<file path="src/frc_pkg.sv">
// shared constants and beat types of the fifo replacement cache
`timescale 1ns / 1ps
package frc_pkg;

	localparam int ENTRIES    = 16;
	localparam int KEY_BITS   = 32;
	localparam int VALUE_BITS = 32;
	localparam int IDX_W      = $clog2(ENTRIES);
	localparam int CNT_W      = $clog2(ENTRIES + 1);
	localparam int CAP_W      = 5;

	localparam logic [CAP_W-1:0] CAP_RESET = CAP_W'(16);

	localparam logic MODE_LOOKUP = 1'b0;
	localparam logic MODE_STORE  = 1'b1;

	typedef logic [IDX_W-1:0] idx_t;

	typedef struct packed {
		logic                         mode;
		logic [KEY_BITS-1:0]          key;
		logic signed [VALUE_BITS-1:0] value;
	} in_t;

	typedef struct packed {
		logic                         found;
		logic signed [VALUE_BITS-1:0] read_value;
		logic                         evicted;
		logic [KEY_BITS-1:0]          evicted_key;
	} out_t;

endpackage

</file>
<file path="src/frc_mem.sv">
// key and value storage: one write port, one registered read port
`timescale 1ns / 1ps
module frc_mem (
	input  logic                                   clk,
	input  logic                                   wr_en,
	input  frc_pkg::idx_t                          wr_addr,
	input  logic [frc_pkg::KEY_BITS-1:0]           wr_key,
	input  logic signed [frc_pkg::VALUE_BITS-1:0]  wr_value,
	input  frc_pkg::idx_t                          rd_addr,
	output logic [frc_pkg::KEY_BITS-1:0]           rd_key,
	output logic signed [frc_pkg::VALUE_BITS-1:0]  rd_value
);

	logic [frc_pkg::KEY_BITS-1:0]          key_mem   [frc_pkg::ENTRIES];
	logic signed [frc_pkg::VALUE_BITS-1:0] value_mem [frc_pkg::ENTRIES];

	always_ff @(posedge clk) begin
		if (wr_en) begin
			key_mem[wr_addr]   <= wr_key;
			value_mem[wr_addr] <= wr_value;
		end
	end

	// registered read
	always_ff @(posedge clk) begin
		rd_key   <= key_mem[rd_addr];
		rd_value <= value_mem[rd_addr];
	end

endmodule

</file>
<file path="src/fifo_replacement_cache.sv">
// top level: fully associative key/value cache with fifo replacement
`timescale 1ns / 1ps
// usage
//   command channel: an item (mode, key, value) is taken on a rising edge with
//   start high and busy low. mode lookup reports found and the stored value;
//   mode store overwrites a present key in place (age kept) or writes a new
//   key as the newest entry, first evicting the oldest one once the cache
//   holds capacity entries
//   result channel: one result beat per item, on result for exactly one
//   cycle with done high; there is no back pressure, the receiver must take it
//   configuration: cfg_we with cfg_wdata writes capacity (0 acts as 1, values
//   above 16 act as 16); write it only while busy is low
// timing
//   one key comparator walks the 16 slots through the registered read port
//   of the storage: a scan step per slot, a drain step for the last compare, a
//   decide step that reads the hit or oldest slot and a finish step; done rises
//   at the edge that ends the finish step and busy falls with it; the next item
//   can be taken at the edge that ends the done cycle
// reset
//   arst_n clears all valid bits, the fifo pointer, the entry count and sets
//   capacity to 16; key and value storage is not cleared
module fifo_replacement_cache (
	input  logic                        clk,
	input  logic                        arst_n,
	input  logic                        start,
	output logic                        busy,
	input  frc_pkg::in_t                item,
	input  logic                        cfg_we,
	input  logic [frc_pkg::CAP_W-1:0]   cfg_wdata,
	output logic                        done,
	output frc_pkg::out_t               result
);

	localparam logic [2:0] ST_IDLE   = 3'd0;
	localparam logic [2:0] ST_SCAN   = 3'd1;
	localparam logic [2:0] ST_DRAIN  = 3'd2;
	localparam logic [2:0] ST_DECIDE = 3'd3;
	localparam logic [2:0] ST_FINISH = 3'd4;

	logic [2:0]                    state_q;
	frc_pkg::in_t                  item_q;
	logic [frc_pkg::CAP_W-1:0]     cap_q;
	logic [frc_pkg::ENTRIES-1:0]   valid_q;
	frc_pkg::idx_t                 oldest_q;
	logic [frc_pkg::CNT_W-1:0]     count_q;
	frc_pkg::idx_t                 scan_idx_q;
	logic                          cmp_vld_s1;
	frc_pkg::idx_t                 cmp_idx_s1;
	logic                          hit_q;
	frc_pkg::idx_t                 hit_idx_q;
	logic                          done_q;
	frc_pkg::out_t                 result_q;

	// storage port signals
	logic                                   wr_en;
	frc_pkg::idx_t                          wr_addr;
	frc_pkg::idx_t                          rd_addr;
	logic [frc_pkg::KEY_BITS-1:0]           rd_key;
	logic signed [frc_pkg::VALUE_BITS-1:0]  rd_value;

	logic                          accept;
	logic                          match;
	logic [frc_pkg::CNT_W-1:0]     eff_cap;
	logic                          full;
	logic                          store_miss;
	logic                          do_evict;
	frc_pkg::idx_t                 new_pos;
	logic [frc_pkg::ENTRIES-1:0]   valid_upd;

	assign accept = start && (state_q == ST_IDLE);
	assign busy   = (state_q != ST_IDLE);
	assign done   = done_q;
	assign result = result_q;

	// capacity 0 behaves as 1, anything above the slot count saturates
	always_comb begin
		if (cap_q == '0) begin
			eff_cap = frc_pkg::CNT_W'(1);
		end else if (cap_q > frc_pkg::CAP_W'(frc_pkg::ENTRIES)) begin
			eff_cap = frc_pkg::CNT_W'(frc_pkg::ENTRIES);
		end else begin
			eff_cap = frc_pkg::CNT_W'(cap_q);
		end
	end

	assign full       = (count_q >= eff_cap) && (count_q != '0);
	assign store_miss = (item_q.mode == frc_pkg::MODE_STORE) && !hit_q;
	assign do_evict   = store_miss && full;
	// the new slot sits count places after oldest; an eviction moves oldest up, count stays
	assign new_pos    = oldest_q + count_q[frc_pkg::IDX_W-1:0];

	// valid bits after a store miss
	always_comb begin
		valid_upd = valid_q;
		if (do_evict) begin
			valid_upd[oldest_q] = 1'b0;
		end
		// set after the clear: a full ring reuses the evicted slot
		valid_upd[new_pos] = 1'b1;
	end

	// the shared comparator, one slot a cycle, in the cycle after its read address
	assign match = cmp_vld_s1 && valid_q[cmp_idx_s1] && (rd_key == item_q.key);

	// read address: scan slot, then hit slot or oldest slot for the finish step
	always_comb begin
		if (state_q == ST_DECIDE) begin
			rd_addr = store_miss ? oldest_q : hit_idx_q;
		end else begin
			rd_addr = scan_idx_q;
		end
	end

	assign wr_en   = (state_q == ST_FINISH) && (item_q.mode == frc_pkg::MODE_STORE);
	assign wr_addr = hit_q ? hit_idx_q : new_pos;

	frc_mem u_mem (
		.clk      (clk),
		.wr_en    (wr_en),
		.wr_addr  (wr_addr),
		.wr_key   (item_q.key),
		.wr_value (item_q.value),
		.rd_addr  (rd_addr),
		.rd_key   (rd_key),
		.rd_value (rd_value)
	);

	// item beat register, payload only
	always_ff @(posedge clk) begin
		if (accept) begin
			item_q <= item;
		end
	end

	// result payload
	always_ff @(posedge clk) begin
		if (state_q == ST_FINISH) begin
			result_q.found       <= hit_q;
			result_q.read_value  <= ((item_q.mode == frc_pkg::MODE_LOOKUP) && hit_q)
			                        ? rd_value : '0;
			result_q.evicted     <= do_evict;
			result_q.evicted_key <= do_evict ? rd_key : '0;
		end
	end

	// configuration register
	always_ff @(posedge clk or negedge arst_n) begin
		if (!arst_n) begin
			cap_q <= frc_pkg::CAP_RESET;
		end else if (cfg_we) begin
			cap_q <= cfg_wdata;
		end
	end

	// sequencer
	always_ff @(posedge clk or negedge arst_n) begin
		if (!arst_n) begin
			state_q    <= ST_IDLE;
			scan_idx_q <= '0;
			cmp_vld_s1 <= 1'b0;
			cmp_idx_s1 <= '0;
			hit_q      <= 1'b0;
			hit_idx_q  <= '0;
			done_q     <= 1'b0;
			valid_q    <= '0;
			oldest_q   <= '0;
			count_q    <= '0;
		end else begin
			done_q     <= 1'b0;
			cmp_vld_s1 <= (state_q == ST_SCAN);
			cmp_idx_s1 <= scan_idx_q;
			if (match && !hit_q) begin
				hit_q     <= 1'b1;
				hit_idx_q <= cmp_idx_s1;
			end
			unique case (state_q)
				ST_IDLE: begin
					if (accept) begin
						state_q    <= ST_SCAN;
						scan_idx_q <= '0;
						hit_q      <= 1'b0;
					end
				end
				ST_SCAN: begin
					scan_idx_q <= scan_idx_q + 1'b1;
					if (scan_idx_q == frc_pkg::IDX_W'(frc_pkg::ENTRIES - 1)) begin
						state_q <= ST_DRAIN;
					end
				end
				ST_DRAIN: begin
					state_q <= ST_DECIDE;
				end
				ST_DECIDE: begin
					state_q <= ST_FINISH;
				end
				ST_FINISH: begin
					state_q <= ST_IDLE;
					done_q  <= 1'b1;
					if (store_miss) begin
						valid_q <= valid_upd;
						if (do_evict) begin
							oldest_q <= oldest_q + 1'b1;
						end else begin
							count_q <= count_q + 1'b1;
						end
					end
				end
				default: begin
					state_q <= ST_IDLE;
				end
			endcase
		end
	end

	// valid bits and the entry count must always agree
	assert property (@(posedge clk) disable iff (!arst_n)
		$countones(valid_q) == 32'(count_q))
	else $error("valid bits disagree with entry count");

	assert property (@(posedge clk) disable iff (!arst_n)
		count_q <= frc_pkg::CNT_W'(frc_pkg::ENTRIES))
	else $error("entry count beyond slot count");

	assert property (@(posedge clk) disable iff (!arst_n)
		done_q |-> ($past(state_q) == ST_FINISH) && !busy)
	else $error("result beat outside the finish step");

	assert property (@(posedge clk) disable iff (!arst_n)
		done_q |-> !(result_q.evicted && result_q.found))
	else $error("eviction reported on a hit");

	assert property (@(posedge clk) disable iff (!arst_n)
		(done_q && result_q.evicted) |=> $stable(count_q))
	else $error("entry count moved after an eviction beat");

endmodule
</file>
<file path="config.mk">
export PLATFORM = sky130hd
export DESIGN_NAME = fifo_replacement_cache
export DESIGN_NICKNAME = d
export VERILOG_FILES = /design/src/frc_pkg.sv /design/src/frc_mem.sv /design/src/fifo_replacement_cache.sv
export SDC_FILE = /design/constraint.sdc
export NUM_CORES = 2
export LEC_CHECK = 0
export CORE_ASPECT_RATIO = 0.7
export CORE_MARGIN = 10
export CORE_UTILIZATION = 35
export DETAILED_ROUTE_END_ITERATION = 10
export DONT_BUFFER_PORTS = 1
export GPL_ROUTABILITY_DRIVEN = 0
export PLACE_DENSITY = 0.62
export SETUP_SLACK_MARGIN = 0.2
export SLEW_MARGIN = 20
export SYNTH_ARGS = -nofsm -noshare
export SYNTH_HDL_FRONTEND = slang
export SYNTH_SLANG_ARGS = --single-unit
</file>
<file path="constraint.sdc">
create_clock -name clk -period 10.3 [get_ports clk]
set_clock_uncertainty 0.2 [all_clocks]
set_input_delay 1.545 -clock clk [delete_from_list [all_inputs] [get_ports clk]]
set_output_delay 1.545 -clock clk [all_outputs]
set_load 0.01 [all_outputs]
</file>
==> impl_metrics.toml <==
[worst_setup_path]
reg2reg_slack_ps = 5840
cp.required_ps = 10460
path_delay_family = "buffers and inverters"
crit_buf_inv = 2
cp_slowest_cell = "buf_4"
cp-end-kind = "flip-flop"
crit_type = "flip-flop to flip-flop"
critPathMaxStageDelay_ps = 940
crit_path_cell_trace = "ha_1 > fa_1 > inv_1 > o32ai_1 > nand2_1 > nor2_4 > buf_4"
cp_max_fo = 46
cp-start-kind = "flip-flop"
cp.arrival_ps = 4620

[die]
die_h_um = 333
die-area_mm2 = 0.155
die_x_um = 467
start_util_pct = 35.3
core.rowCount = 114
core-area_mm2 = 0.139
pin_count = 142

[route]
firstDrtPassIters = 8
wire_per_inst_um = 26.1
vias = 28000
totalWireLength_mm = 132
routed_via_density = 5.55
drt_iter0_drc = 3492
ant_nets = 0
drcViolationCount = 0

[logic_synthesis]
async_flop_share_pct = 3.79
ys_types = 53
syn_inst = 3119
synth.avg_cell_area_um2 = 15.7
netlist_area_mm2 = 0.0489
syn_nets = 3209
synth_area_leaders = "edfxtp_1 71%, nand3_1 3.5%, mux2_2 3.2%"
synth_top_area_share_pct = 70.9
synth_edf_count = 1155
ys_seq_area_share_pct = 75.9
yosys_warnings = 0
synthMostInstantiatedCell = "edfxtp_1"
synthFlopType = "edfxtp_1"
ys_seq_elements = 1267
synthTopCellsByCount = "1,155 x edfxtp_1, 343 x nand3_1, 297 x o21ai_0"
synth_largest_area_cell = "edfxtp_1"

[finish]
multiInputGateArea_mm2 = 0.0110
drive_above_1_share_pct = 13.1
fill_cells = 12500
nets = 3176
syn_to_final_growth_pct = 12.1
area.sequential_mm2 = 0.0372

[timing]
min_period_ps = 4460
drv_slew = 0
rsz0062_at_grt = "no"
finalSetupViolations = 0
relSlewSlack_pct = 20.8
post-route-period-util_pct = 43.3
hold_ws_ps = 279
hold_viol = 0
fmax_mhz = 224
max_slew.worst_pin.slew_ps = 1190
finalSetupTns_ps = 0

[clocking]
numCtsBuffers = 116
cts_buffer_depth = 3
clk_pin_slew_worst_paths_ps = 60
htree_levels = 3
root_buffer = "clkbuf_16"
clkSinkCount = 1267
cts_tree = "built"
postCtsSetupBuffers = 0
cts.repair.resized = 0
clock_latency_ps = 760
cts_hold_buf = 0

[pwr]
p_per_area_mw_per_mm2 = 240
p_leak_nw = 17.8
vdd_ir_drop_max_mv = 0.196

[global_route]
grt_pass1_wl_mm = 191
antenna_found_initial = 27
first_global_vias = 26800
grt_max_degree = 171
grt-ovfl-total = 0
grtUsageTotal_pct = 16.3

[placed_design]
io_buffers = 0
dp_hpwl_mm = 68.2

[hold_path]
hold_path_class = "flip-flop to flip-flop"

[run_status]
status = "finished, final reports clean"

[run]
maxCapViolCount = 0
## cells in the final DEF (no fill, tap or decap), drive strengths merged, types with 65 or more instances in the layout
cell type / Yosys / final
o21ai: 298 / 298
a21oi: 261 / 261
clkbuf: 141 / 177
nand3: 343 / 343
edfxtp: 1155 / 1155
mux2: 141 / 141
mux2i: 131 / 131
nor4: 65 / 65
## state kept, by name, summed over array words and instances (netlist names), 5 cells and up
register,flops
u_mem.key_mem,512
u_mem.rd_key,32
count_q,5
cap_q,5
result,66
u_mem.value_mem,512
item_q,65
valid_q,16
u_mem.rd_value,32
## metal layers
| layer | vias to the layer above | share of wire [%] | track usage, % |
|---|---|---|---|
| met1 | 14400 | 45 | 24.1 |
| li1 | 12100 | - | - |
| met4 | 12 | 2.4 | 4.20 |
| met3 | 223 | 9.1 | 4.13 |
| met5 | - | 0.061 | 0 |
| met2 | 1246 | 44 | 23.6 |
## worst paths after layout
| path | to | cells after the start | from |
|---|---|---|---|
| max reg2reg | u_mem.value_mem[10][28]$_DFFE_PP_ | 7 | oldest_q[0]$_DFFE_PN0P_ |
| min | state_q[0]$_DFFE_PN0P_ | 1 | state_q[2]$_DFFE_PN0P_ |
| max | u_mem.value_mem[10][28]$_DFFE_PP_ | 7 | oldest_q[0]$_DFFE_PN0P_ |
| min in group asynchronous | state_q[0]$_DFFE_PN0P_ | 0 | arst_n |
| max in group asynchronous | cap_q[4]$_DFFE_PN1P_ | 0 | arst_n |
| min reg2reg | state_q[0]$_DFFE_PN0P_ | 1 | state_q[2]$_DFFE_PN0P_ |
## power breakdown
part	switching [mW]	internal, mW	leakage (nW)	total, mW
Combinational	1.78	0.968	4.33	2.75
Sequential	0.272	5.90	11.6	6.17
Clock	1.92	2.35	1.84	4.27
## layout make-up
class | instances | area share, %
Multi-Input combinational cell | 1628 | 20.1
Timing Repair Buffer | 61 | 0.953
Inverter | 12 | 0.0821
Clock buffer | 177 | 6.11
Antenna cell | 8 | 0.0365
Tap cell | 1856 | 4.23
Clock inverter | 45 | 0.759
Sequential cell | 1267 | 67.7
## cells by family after synthesis
family,share of synthesized area (%)
AND/OR/NAND/NOR,6.36
flip-flops,75.9
buffers and inverters,1.92
multiplexers,6.19
AO/OA/AOI/OAI,8.38
adder cells (fa/ha/maj),0.424
XOR/XNOR,0.787
## stage by stage
stage                     cells  total power [mW]  utilization [%]  instance area [um2]  setup slack [ps]
after global placement     4822              8.97             36.8                51000              5950
after detailed placement   4822              9.01             36.8                51000              5850
after global routing       5048              13.7             39.6                54900              5760
after CTS                  5044              13.3             39.6                54800              5890
after floorplan            3119              8.08                -                48900               699
final                      5054              13.2             39.6                54900              5840
No activity file was read; power rests on OpenSTA's default activity.
